$ cat src/design/multichannel_scan_direction_generator_unit_defines.svh
// assertion macros for the scan direction generator
`ifndef MULTICHANNEL_SCAN_DIRECTION_GENERATOR_UNIT_DEFINES_SVH
`define MULTICHANNEL_SCAN_DIRECTION_GENERATOR_UNIT_DEFINES_SVH

// implication checked every clock outside reset
`define MSDG_ASSERT_IMPL(label, ante, cons, msg) \
   label: assert property (@(posedge clock) disable iff (reset) (ante) |-> (cons)) \
      else $error(msg);

// next-cycle implication checked every clock outside reset
`define MSDG_ASSERT_NEXT(label, ante, cons, msg) \
   label: assert property (@(posedge clock) disable iff (reset) (ante) |=> (cons)) \
      else $error(msg);

`endif

$ cat src/design/msdg_pkg.sv
package msdg_pkg;

   localparam int CHANNELS_DEF   = 16;
   localparam int MAX_POINTS_DEF = 4;

   localparam int TURN      = 46080;
   localparam int HALF_TURN = 23040;

   // period numerator scale and division widths
   localparam int NUM_W = 36;   // step * 1000000 < 2^36
   localparam int DEN_W = 13;   // 3 * rpm < 2^13
   localparam int T_W   = 40;   // time with 8 fraction bits
   localparam int FR_W  = 17;

   localparam logic [1:0] CSR_STEP   = 2'd0;
   localparam logic [1:0] CSR_RPM    = 2'd1;
   localparam logic [1:0] CSR_CHANS  = 2'd2;
   localparam logic [1:0] CSR_OFFSET = 2'd3;

   typedef enum logic [2:0] {
      ST_IDLE,
      ST_PERIOD,
      ST_COUNT,
      ST_FRAC,
      ST_EMIT
   } state_type;

   // control between sequencer and serial divider
   typedef struct packed {
      logic              start;
      logic [T_W+16-1:0] dividend;
      logic [T_W-1:0]    divisor;
   } div_req_type;

   typedef struct packed {
      logic              done;
      logic [T_W+16-1:0] quotient;
   } div_rsp_type;

   // wraps a value within (-2*TURN, 2*TURN) into (-HALF_TURN, HALF_TURN]
   function automatic logic signed [17:0] wrap_angle(input logic signed [17:0] v);
      logic signed [17:0] r;
      r = v;
      if (r > 18'sd23040) r = r - 18'sd46080;
      if (r > 18'sd23040) r = r - 18'sd46080;
      if (r <= -18'sd23040) r = r + 18'sd46080;
      if (r <= -18'sd23040) r = r + 18'sd46080;
      return r;
   endfunction

endpackage

$ cat src/design/msdg_if.sv
interface msdg_req_if;
   logic        valid;
   logic        ready;
   logic        action;
   logic [3:0]  channel_index;
   logic signed [15:0] vertical_angle;
   logic signed [15:0] horizontal_offset;
   logic [31:0] current_time;
   modport source (output valid, action, channel_index, vertical_angle,
                   horizontal_offset, current_time, input ready);
   modport sink (input valid, action, channel_index, vertical_angle,
                 horizontal_offset, current_time, output ready);
endinterface

interface msdg_rsp_if;
   logic        valid;
   logic        ready;
   logic signed [15:0] pitch;
   logic signed [15:0] yaw_angle;
   logic [16:0] time_fraction;
   logic [3:0]  out_channel;
   logic [31:0] scan_time;
   logic        saturated;
   logic        last;
   modport source (output valid, pitch, yaw_angle, time_fraction, out_channel,
                   scan_time, saturated, last, input ready);
   modport sink (input valid, pitch, yaw_angle, time_fraction, out_channel,
                 scan_time, saturated, last, output ready);
endinterface

interface msdg_csr_if;
   logic        valid;
   logic        ready;
   logic [1:0]  index;
   logic [15:0] data;
   modport source (output valid, index, data, input ready);
   modport sink (input valid, index, data, output ready);
endinterface

$ cat src/design/multichannel_scan_direction_generator_unit.sv
// a load request writes the channel table; a time request runs serial divisions (period,
//   point count, then one fraction per point); up to MAX_POINTS * CHANNELS results, one per
//   cycle while rsp.ready is high, each point's results following its fraction division
// a time request with no whole point elapsed ends after the count division, with no results
// throughput: one request at a time
// reset: synchronous, active high; state, yaw, last time and CSRs reset, tables read zero
`include "multichannel_scan_direction_generator_unit_defines.svh"
module multichannel_scan_direction_generator_unit
   import msdg_pkg::*;
#(
   parameter int CHANNELS   = CHANNELS_DEF,
   parameter int MAX_POINTS = MAX_POINTS_DEF
) (
   input  logic clock,
   input  logic reset,
   msdg_req_if.sink   req,
   msdg_rsp_if.source rsp,
   msdg_csr_if.sink   csr
);
   localparam int PW = $clog2(MAX_POINTS + 1);
   localparam int QW = T_W + 16;

   state_type state_ff, state_in;

   logic [15:0] step_ff;
   logic [10:0] rpm_ff;
   logic [4:0]  chans_ff;
   logic        offen_ff;

   logic signed [15:0] yaw_ff, yaw_in;
   logic [T_W-1:0] last_ff, last_in;
   logic [T_W-1:0] end_ff, end_in;   // last time after this update
   logic [T_W-1:0] per_ff, per_in;
   logic [T_W-1:0] dur_ff, dur_in;
   logic [PW-1:0]  npts_ff, npts_in;
   logic [PW-1:0]  pt_ff, pt_in;
   logic [3:0]     ch_ff, ch_in;
   logic           sat_ff, sat_in;
   logic [T_W-1:0] acc_ff, acc_in;   // i * period
   logic signed [17:0] base_ff, base_in;
   logic [FR_W-1:0] frac_ff, frac_in;
   logic [4:0]     nch;

   div_req_type dreq;
   div_rsp_type drsp;

   logic               tbl_wr;
   logic signed [15:0] tv, to;
   logic signed [17:0] yaw_sum;
   logic signed [17:0] yaw_wrap;
   logic               cnt_over;
   logic [PW-1:0]      cnt_sat;
   logic [T_W-1:0]     pts_span;

   msdg_div u_div (.clock(clock), .reset(reset), .req(dreq), .rsp(drsp));

   msdg_table #(.CHANNELS(CHANNELS)) u_tbl (
      .clock(clock), .reset(reset),
      .wr_en(tbl_wr), .wr_idx(req.channel_index),
      .wr_vert(req.vertical_angle), .wr_off(req.horizontal_offset),
      .rd_idx(ch_ff), .rd_vert(tv), .rd_off(to)
   );

   assign csr.ready = 1'b1;
   always_ff @(posedge clock) begin
      if (reset) begin
         step_ff  <= 16'd128;
         rpm_ff   <= 11'd600;
         chans_ff <= 5'd16;
         offen_ff <= 1'b0;
      end else if (csr.valid) begin
         case (csr.index)
            CSR_STEP:   step_ff  <= csr.data;
            CSR_RPM:    rpm_ff   <= csr.data[10:0];
            CSR_CHANS:  chans_ff <= csr.data[4:0];
            CSR_OFFSET: offen_ff <= csr.data[0];
            default:    ;
         endcase
      end
   end

   always_comb begin
      if (chans_ff == 5'd0) nch = 5'd1;
      else if (32'(chans_ff) > CHANNELS) nch = 5'(CHANNELS);
      else nch = chans_ff;
   end

   assign req.ready = (state_ff == ST_IDLE);
   assign tbl_wr    = req.valid && req.ready && !req.action;

   assign yaw_sum  = base_ff + (offen_ff ? 18'(to) : 18'sd0);
   assign yaw_wrap = wrap_angle(yaw_sum);

   // point count limited to MAX_POINTS, and its span as shift and add
   assign cnt_over = (drsp.quotient > QW'(MAX_POINTS));
   assign cnt_sat  = cnt_over ? PW'(MAX_POINTS) : drsp.quotient[PW-1:0];

   always_comb begin
      pts_span = '0;
      for (int k = 0; k < PW; k++) begin
         if (cnt_sat[k]) pts_span = pts_span + (per_ff << k);
      end
   end

   always_comb begin
      state_in = state_ff;
      yaw_in   = yaw_ff;
      last_in  = last_ff;
      end_in   = end_ff;
      per_in   = per_ff;
      dur_in   = dur_ff;
      npts_in  = npts_ff;
      pt_in    = pt_ff;
      ch_in    = ch_ff;
      sat_in   = sat_ff;
      acc_in   = acc_ff;
      base_in  = base_ff;
      frac_in  = frac_ff;
      dreq.start    = 1'b0;
      dreq.dividend = '0;
      dreq.divisor  = '1;
      rsp.valid = 1'b0;
      case (state_ff)
         ST_IDLE: begin
            if (req.valid && req.action) begin
               dur_in = {req.current_time, 8'd0} - last_ff;
               dreq.start    = 1'b1;
               dreq.dividend = QW'(36'(step_ff) * 36'd1000000);
               dreq.divisor  = T_W'(13'(rpm_ff == 11'd0 ? 11'd1 : rpm_ff) * 13'd3);
               state_in = ST_PERIOD;
            end
         end
         ST_PERIOD: begin
            if (drsp.done) begin
               per_in = (drsp.quotient == '0) ? T_W'(1) : drsp.quotient[T_W-1:0];
               dreq.start    = 1'b1;
               dreq.dividend = QW'(dur_ff);
               dreq.divisor  = (drsp.quotient == '0) ? T_W'(1) : drsp.quotient[T_W-1:0];
               state_in = ST_COUNT;
            end
         end
         ST_COUNT: begin
            if (drsp.done) begin
               npts_in = cnt_sat;
               sat_in  = cnt_over;
               end_in  = last_ff + pts_span;
               if (drsp.quotient == '0) begin
                  state_in = ST_IDLE;
               end else begin
                  pt_in  = PW'(1);
                  acc_in = per_ff;
                  dreq.start    = 1'b1;
                  dreq.dividend = {per_ff, 16'd0};
                  dreq.divisor  = dur_ff;
                  state_in = ST_FRAC;
               end
            end
         end
         ST_FRAC: begin
            if (drsp.done) begin
               frac_in = drsp.quotient[FR_W-1:0];
               base_in = wrap_angle(18'(yaw_ff) + 18'(step_ff));
               ch_in   = '0;
               state_in = ST_EMIT;
            end
         end
         ST_EMIT: begin
            rsp.valid = 1'b1;
            if (rsp.ready) begin
               if (5'(ch_ff) + 5'd1 == nch) begin
                  yaw_in = base_ff[15:0];
                  if (pt_ff == npts_ff) begin
                     last_in  = end_ff;
                     state_in = ST_IDLE;
                  end else begin
                     pt_in  = pt_ff + 1'b1;
                     acc_in = acc_ff + per_ff;
                     dreq.start    = 1'b1;
                     dreq.dividend = {acc_ff + per_ff, 16'd0};
                     dreq.divisor  = dur_ff;
                     state_in = ST_FRAC;
                  end
               end else begin
                  ch_in = ch_ff + 1'b1;
               end
            end
         end
         default: state_in = ST_IDLE;
      endcase
   end

   assign rsp.pitch         = tv;
   assign rsp.yaw_angle     = yaw_wrap[15:0];
   assign rsp.time_fraction = frac_ff;
   assign rsp.out_channel   = ch_ff;
   assign rsp.scan_time     = end_ff[T_W-1:8];
   assign rsp.saturated     = sat_ff;
   assign rsp.last          = (pt_ff == npts_ff) && (5'(ch_ff) + 5'd1 == nch);

   always_ff @(posedge clock) begin
      if (reset) begin
         state_ff <= ST_IDLE;
         yaw_ff   <= '0;
         last_ff  <= '0;
      end else begin
         state_ff <= state_in;
         yaw_ff   <= yaw_in;
         last_ff  <= last_in;
      end
      end_ff  <= end_in;
      per_ff  <= per_in;
      dur_ff  <= dur_in;
      npts_ff <= npts_in;
      pt_ff   <= pt_in;
      ch_ff   <= ch_in;
      sat_ff  <= sat_in;
      acc_ff  <= acc_in;
      base_ff <= base_in;
      frac_ff <= frac_in;
   end

   `MSDG_ASSERT_IMPL(a_ready_idle, req.ready, state_ff == ST_IDLE, "ready outside idle")
   `MSDG_ASSERT_IMPL(a_valid_emit, rsp.valid, state_ff == ST_EMIT, "result outside emit")
   `MSDG_ASSERT_NEXT(a_stall_hold, rsp.valid && !rsp.ready, rsp.valid && $stable(ch_ff), "stall")
endmodule

$ cat src/design/msdg_div.sv
// restoring divider, one quotient bit per cycle while busy
module msdg_div
   import msdg_pkg::*;
(
   input  logic        clock,
   input  logic        reset,
   input  div_req_type req,
   output div_rsp_type rsp
);
   localparam int QW = T_W + 16;
   localparam int CW = $clog2(QW + 1);

   logic [QW-1:0]  quo_ff, quo_in;
   logic [T_W:0]   rem_ff, rem_in;
   logic [T_W-1:0] dsr_ff, dsr_in;
   logic [CW-1:0]  cnt_ff, cnt_in;
   logic           busy_ff, busy_in;
   logic           done_ff, done_in;
   logic [T_W:0]   trial;

   always_comb begin
      quo_in  = quo_ff;
      rem_in  = rem_ff;
      dsr_in  = dsr_ff;
      cnt_in  = cnt_ff;
      busy_in = busy_ff;
      done_in = 1'b0;
      trial   = {rem_ff[T_W-1:0], quo_ff[QW-1]};
      if (req.start) begin
         quo_in  = req.dividend;
         rem_in  = '0;
         dsr_in  = req.divisor;
         cnt_in  = CW'(QW);
         busy_in = 1'b1;
      end else if (busy_ff) begin
         if (trial >= {1'b0, dsr_ff}) begin
            rem_in = trial - {1'b0, dsr_ff};
            quo_in = {quo_ff[QW-2:0], 1'b1};
         end else begin
            rem_in = trial;
            quo_in = {quo_ff[QW-2:0], 1'b0};
         end
         cnt_in = cnt_ff - 1'b1;
         if (cnt_ff == CW'(1)) begin
            busy_in = 1'b0;
            done_in = 1'b1;
         end
      end
   end

   always_ff @(posedge clock) begin
      if (reset) begin
         busy_ff <= 1'b0;
         done_ff <= 1'b0;
         cnt_ff  <= '0;
      end else begin
         busy_ff <= busy_in;
         done_ff <= done_in;
         cnt_ff  <= cnt_in;
      end
      quo_ff <= quo_in;
      rem_ff <= rem_in;
      dsr_ff <= dsr_in;
   end

   assign rsp.done     = done_ff;
   assign rsp.quotient = quo_ff;
endmodule

$ cat src/design/msdg_table.sv
// channel tables with per-entry valid bits, zero until loaded
module msdg_table
   import msdg_pkg::*;
#(
   parameter int CHANNELS = CHANNELS_DEF
) (
   input  logic               clock,
   input  logic               reset,
   input  logic               wr_en,
   input  logic [3:0]         wr_idx,
   input  logic signed [15:0] wr_vert,
   input  logic signed [15:0] wr_off,
   input  logic [3:0]         rd_idx,
   output logic signed [15:0] rd_vert,
   output logic signed [15:0] rd_off
);
   logic signed [15:0] vert_ff [CHANNELS];
   logic signed [15:0] off_ff  [CHANNELS];
   logic [CHANNELS-1:0] vld_ff;

   always_ff @(posedge clock) begin
      if (reset) begin
         vld_ff <= '0;
      end else if (wr_en && 32'(wr_idx) < CHANNELS) begin
         vld_ff[wr_idx] <= 1'b1;
      end
      if (wr_en && 32'(wr_idx) < CHANNELS) begin
         vert_ff[wr_idx] <= wr_vert;
         off_ff[wr_idx]  <= wr_off;
      end
   end

   always_comb begin
      rd_vert = '0;
      rd_off  = '0;
      if (32'(rd_idx) < CHANNELS && vld_ff[rd_idx]) begin
         rd_vert = vert_ff[rd_idx];
         rd_off  = off_ff[rd_idx];
      end
   end
endmodule
$ cat src/flat_wrapper.sv
// flat-port wrapper written by rule: the top's interface ports become plain ports
module multichannel_scan_direction_generator_unit_flat import msdg_pkg::*;
#(
   parameter int CHANNELS   = CHANNELS_DEF,
   parameter int MAX_POINTS = MAX_POINTS_DEF
)
  (clock, reset, req_valid, req_action, req_channel_index, req_vertical_angle, req_horizontal_offset, req_current_time, req_ready, rsp_valid, rsp_pitch, rsp_yaw_angle, rsp_time_fraction, rsp_out_channel, rsp_scan_time, rsp_saturated, rsp_last, rsp_ready, csr_valid, csr_index, csr_data, csr_ready);
  msdg_req_if req_i ();
  msdg_rsp_if rsp_i ();
  msdg_csr_if csr_i ();
  input  logic clock;
  input  logic reset;
  input wire logic [$bits(req_i.valid)-1:0] req_valid;
  input wire logic [$bits(req_i.action)-1:0] req_action;
  input wire logic [$bits(req_i.channel_index)-1:0] req_channel_index;
  input wire logic [$bits(req_i.vertical_angle)-1:0] req_vertical_angle;
  input wire logic [$bits(req_i.horizontal_offset)-1:0] req_horizontal_offset;
  input wire logic [$bits(req_i.current_time)-1:0] req_current_time;
  output wire logic [$bits(req_i.ready)-1:0] req_ready;
  output wire logic [$bits(rsp_i.valid)-1:0] rsp_valid;
  output wire logic [$bits(rsp_i.pitch)-1:0] rsp_pitch;
  output wire logic [$bits(rsp_i.yaw_angle)-1:0] rsp_yaw_angle;
  output wire logic [$bits(rsp_i.time_fraction)-1:0] rsp_time_fraction;
  output wire logic [$bits(rsp_i.out_channel)-1:0] rsp_out_channel;
  output wire logic [$bits(rsp_i.scan_time)-1:0] rsp_scan_time;
  output wire logic [$bits(rsp_i.saturated)-1:0] rsp_saturated;
  output wire logic [$bits(rsp_i.last)-1:0] rsp_last;
  input wire logic [$bits(rsp_i.ready)-1:0] rsp_ready;
  input wire logic [$bits(csr_i.valid)-1:0] csr_valid;
  input wire logic [$bits(csr_i.index)-1:0] csr_index;
  input wire logic [$bits(csr_i.data)-1:0] csr_data;
  output wire logic [$bits(csr_i.ready)-1:0] csr_ready;
  assign req_i.valid = req_valid;
  assign req_i.action = req_action;
  assign req_i.channel_index = req_channel_index;
  assign req_i.vertical_angle = req_vertical_angle;
  assign req_i.horizontal_offset = req_horizontal_offset;
  assign req_i.current_time = req_current_time;
  assign req_ready = req_i.ready;
  assign rsp_valid = rsp_i.valid;
  assign rsp_pitch = rsp_i.pitch;
  assign rsp_yaw_angle = rsp_i.yaw_angle;
  assign rsp_time_fraction = rsp_i.time_fraction;
  assign rsp_out_channel = rsp_i.out_channel;
  assign rsp_scan_time = rsp_i.scan_time;
  assign rsp_saturated = rsp_i.saturated;
  assign rsp_last = rsp_i.last;
  assign rsp_i.ready = rsp_ready;
  assign csr_i.valid = csr_valid;
  assign csr_i.index = csr_index;
  assign csr_i.data = csr_data;
  assign csr_ready = csr_i.ready;
  multichannel_scan_direction_generator_unit #(.CHANNELS(CHANNELS), .MAX_POINTS(MAX_POINTS)) u_core (.clock(clock), .reset(reset), .req(req_i), .rsp(rsp_i), .csr(csr_i));
endmodule
$ cat config.mk
export PLATFORM = sky130hd
export DESIGN_NAME = multichannel_scan_direction_generator_unit_flat
export DESIGN_NICKNAME = d
export VERILOG_FILES = /design/src/design/msdg_pkg.sv /design/src/design/msdg_if.sv /design/src/design/multichannel_scan_direction_generator_unit.sv /design/src/design/msdg_div.sv /design/src/design/msdg_table.sv /design/src/flat_wrapper.sv
export VERILOG_INCLUDE_DIRS = /design/src /design/src/design
export SDC_FILE = /design/constraint.sdc
export NUM_CORES = 2
export LEC_CHECK = 0
export BUFFER_PORTS_ARGS = -buffer_cell sky130_fd_sc_hd__clkbuf_2
export CAP_MARGIN = 20
export CORE_MARGIN = 1.5
export CORE_UTILIZATION = 43
export DETAILED_ROUTE_END_ITERATION = 6
export PLACE_DENSITY = 0.7
export SLEW_MARGIN = 10
export SYNTH_ARGS = -nofsm -noshare
export SYNTH_HDL_FRONTEND = slang
export SYNTH_HIERARCHICAL = 1
export SYNTH_SLANG_ARGS = --single-unit
$ cat constraint.sdc
create_clock -name clock -period 9.4 [get_ports clock]
set_input_delay 1.88 -clock clock [delete_from_list [all_inputs] [get_ports clock]]
set_output_delay 1.88 -clock clock [all_outputs]
set_load 0.02 [all_outputs]
==> impl_metrics.csv <==
group,metric,value,unit
run_status,status,"finished, violations left",
run_status,failed_checks,"setup timing",
placement,place_ws,-0.605,ns
floorplanning,ios,182,
final_layout,fill_cells,11784,
timing,max-slew-margin-rel,25.9,%
hold_path,worstHoldStart,"u_core/u_tbl/vld_ff[4]",
pwr,ir_drop,0.000208,V
timing,setup_violations,6,
logic_synthesis,synth.avg_cell_area,11.1,um2
timing,min_period,10.48,ns
global_route,grt_pass1_wl,256,mm
setup_path,worstPathRequired,7.52,ns
logic_synthesis,synth_cells,5383,
pwr,power_frac_seq,44.2,%
cts,cts.path.max_buffers,3,
logic_synthesis,synth_cell_types,120,
cts,ctsHoldBuffers,0,
setup_path,path_class,"flop to output port",
route,wl_met1,71.4,mm
hold_path,worstHoldPathType,"flop to flop",
pwr,power.switching_fraction,29.9,%
cts,root_buffer,"clkbuf_16",
placement,dpl.hpwl,120,mm
cts,cts_buffers,99,
setup_path,timing.rr.start,"u_core/u_div/quo_ff[5]",
final_layout,area_delta_synth_final,15.9,%
logic_synthesis,synth_fp_nets,5935,
final_layout,postLayoutCellArea,69000,um2
setup_path,crit_path_start_kind,"flop",
global_route,track_usage,23.2,%
placement,placed_cell_area,64800,um2
logic_synthesis,synth_ff_type,"edfxtp_1",
global_route,grt_max_degree,78,
logic_synthesis,ys.warnings.count,6,
cts,cts_tree,"built",
setup_path,critPathTopFamily,"compound AO/OA/AOI/OAI gates",
route,dr_wl_met2,75.9,mm
logic_synthesis,synth_edf_count,814,
global_route,antenna_found_initial,15,
timing,holdWs,0.471,ns
timing,fin_tns_setup,-6.22,ns
placement,dp_cells,7474,
floorplanning,start_util,43.3,%
floorplanning,fp-row-count,136,
setup_path,end_kind,"output port",
pwr,p_sw,0.00350,W
placement,gp_congestion,0.932,
route,drt_iter0_drc,4255,
timing,finalHoldViolCount,0,
pwr,clkPwrFrac,34.2,%
setup_path,cp_num_buf_inv,5,
timing,clock_skew,0.0603,ns
setup_path,crit_start,"u_core/rsp.out_channel[0]",
logic_synthesis,yosysSeqAreaShare,46.3,%
setup_path,crit_slowest_cell,"mux4_2",
floorplanning,design.core.area,137000,um2
global_route,grt_pass1_vias,43663,
cts,cts.htree.levels,3,
run,cap_violations,0,
pwr,comb_power_share,21.6,%
floorplanning,die-area,141000,um2
timing,finalCritPeriodShare,111,%
route,antenna_left,0,
floorplanning,fp.dieW,375,um
cts,clkLatencyLatePin,0.74,ns
route,wl_per_cell,21.8,um
logic_synthesis,synth.cell_area,59500,um2
final_layout,layout.nets,6369,
final_layout,final_cell_mix,"edfxtp_1, nand2_1, buf_4",
pwr,p_per_area,169,nW/um2
route,dr.max_layer_used,"met5",
cts,clkTransAtPathRegs,0.06,ns
route,wl_met3,15.0,mm
route,vias,45448,
placement,io_buffers,180,
cts,clock-sinks,970,
route,drt-total-wl,168,mm
route,first_pass_iters,6,
setup_path,cp_max_fo,7,
timing,max_freq,95.4,MHz
global_route,grt.overflow.total,0,
setup_path,critPathArrivalTime,8.60,ns
logic_synthesis,synthArstFlopShare,0,%
route,viasPerCell,5.90,
pwr,power_leakage,27.2,nW
timing,layout_setup_ws,-1.08,ns
route,drc,0,
timing,slew_violations,0,
final_layout,final_common_cell,"edfxtp_1",
timing,tightestPinTransition,1.11,ns
setup_path,critPathMaxStageDelay,0.51,ns
pwr,p_int,0.00819,W
timing,rsz0062_at_grt,"yes",
logic_synthesis,ys_ff_latch,970,
final_layout,stdcell_count,7699,
final_layout,drive_above_1_share,20.6,%
floorplanning,die_h,375,um
-- cells in the mapped netlist (23+ instances only) --
cell      number  area share, %
dfxtp_1      156            5.2
mux4_2       132            5.0
ha_1         397            8.3
nand3_1       81           0.68
a21o_1       133            1.7
o21ai_0      266            2.2
nor2b_1       37           0.39
a21oi_1      359            3.0
a22oi_1       88            1.1
mux2i_1       40           0.67
a31oi_1       33           0.35
or3_1         42           0.44
o21a_1        39           0.49
xnor2_1      176            2.6
nor2_1       338            2.1
inv_1        248            1.6
o211ai_1      26           0.33
nor3_1        96           0.81
o21bai_1      41           0.52
a21oi_2       23           0.34
mux2_2        67            1.3
a211oi_1      54           0.68
and2_1        80           0.84
or2_2         24           0.25
nand2b_1      59           0.62
nand4_1       44           0.46
nand2_1      481            3.0
nand3b_1      43           0.54
buf_4         42           0.53
clkbuf_1     198            1.2
edfxtp_1     814             41
a211o_1       30           0.44
fa_1          63            2.1
and3_1        49           0.52
xor2_1       100            1.5
nor4_1        39           0.41
-- logic make-up after synthesis --
| family | count (synthesis) | share of synthesized area, % |
|---|---|---|
| AO/OA/AOI/OAI | 1400 | 15.9 |
| XOR/XNOR | 278 | 4.14 |
| adder cells (fa/ha/maj) | 461 | 10.5 |
| buffers and inverters | 538 | 3.90 |
| flip-flops | 970 | 46.3 |
| multiplexers | 240 | 6.96 |
| other | 1 | 0.00630 |
| AND/OR/NAND/NOR | 1495 | 12.3 |
-- power by group through the flow --
stage               sequential, W  combinational (W)  clock [W]
CTS                       0.00516            0.00247    0.00405
detailed placement        0.00525            0.00245          0
floorplan                 0.00521            0.00176          0
global route              0.00519            0.00275    0.00421
finish                    0.00517            0.00253    0.00399
global placement          0.00524            0.00242          0
-- repair_timing --
| action | CTS | global route |
|---|---|---|
| cloned | 0 | 0 |
| pin swaps | 28 | 42 |
| buffers inserted | 22 | 15 |
| endpoints found under the setup margin | 13 | 18 |
| gates resized for setup | 48 | 79 |
-- flip-flops by register name, indices dropped and copies added (netlist names), 3 cells and up --
register	flops
u_core/rpm_ff	11
u_core/u_div/quo_ff	56
u_core/step_ff	16
u_core/last_ff	40
u_core/pt_ff	3
u_core/u_tbl/off_ff	256
u_core/per_ff	40
u_core/rsp.out_channel	4
u_core/npts_ff	3
u_core/state_ff	3
u_core/u_tbl/vert_ff	256
u_core/u_div/dsr_ff	40
u_core/chans_ff	5
u_core/u_div/rem_ff	40
u_core/rsp.time_fraction	17
u_core/u_div/cnt_ff	6
u_core/u_tbl/vld_ff	16
u_core/base_ff	18
u_core/end_ff	40
u_core/acc_ff	40
u_core/yaw_ff	16
u_core/dur_ff	40
-- worst paths after layout --
| path | end | slack [ns] | depth (start not counted) |
|---|---|---|---|
| setup / recovery | rsp_yaw_angle[12] | -1.08 | 41 |
| setup reg to reg | u_core/end_ff[39] | 0.15 | 47 |
| hold / removal | u_core/u_tbl/vld_ff[4] | 0.47 | 2 |
| hold reg to reg | u_core/u_tbl/vld_ff[4] | 0.47 | 2 |
-- tightest hold or removal path: stages (launching register included) --
cell and delay (ns):
dfxtp_1 0.32, nor2_1 0.04, nor2_1 0.07
-- area by class of cell --
cell class	instances	area, um2	area share (%)
clock buffers	128	2660	3.85
clock inverters	57	654	0.949
inverters	253	950	1.38
multi-input cells	3875	30500	44.2
flip-flops and latches	970	27600	40.0
diodes	4	10.0	0.0145
well taps	1794	2240	3.25
repair buffers	618	4410	6.39
-- metal layers --
metal / up-vias / global-route usage, %
met2: 1814 / 36.4
met4: 14 / 7.64
li1: 21059 / -
met1: 22253 / 32.2
met5: - / 0
met3: 308 / 4.71
-- stage by stage --
stage	utilization [%]	total power (W)
global route	50.2	0.0122
floorplan	-	0.00698
finish	50.2	0.0117
CTS	49.9	0.0117
global placement	47.2	0.00766
detailed placement	47.2	0.00770
No activity file was read; power rests on OpenSTA's default activity.
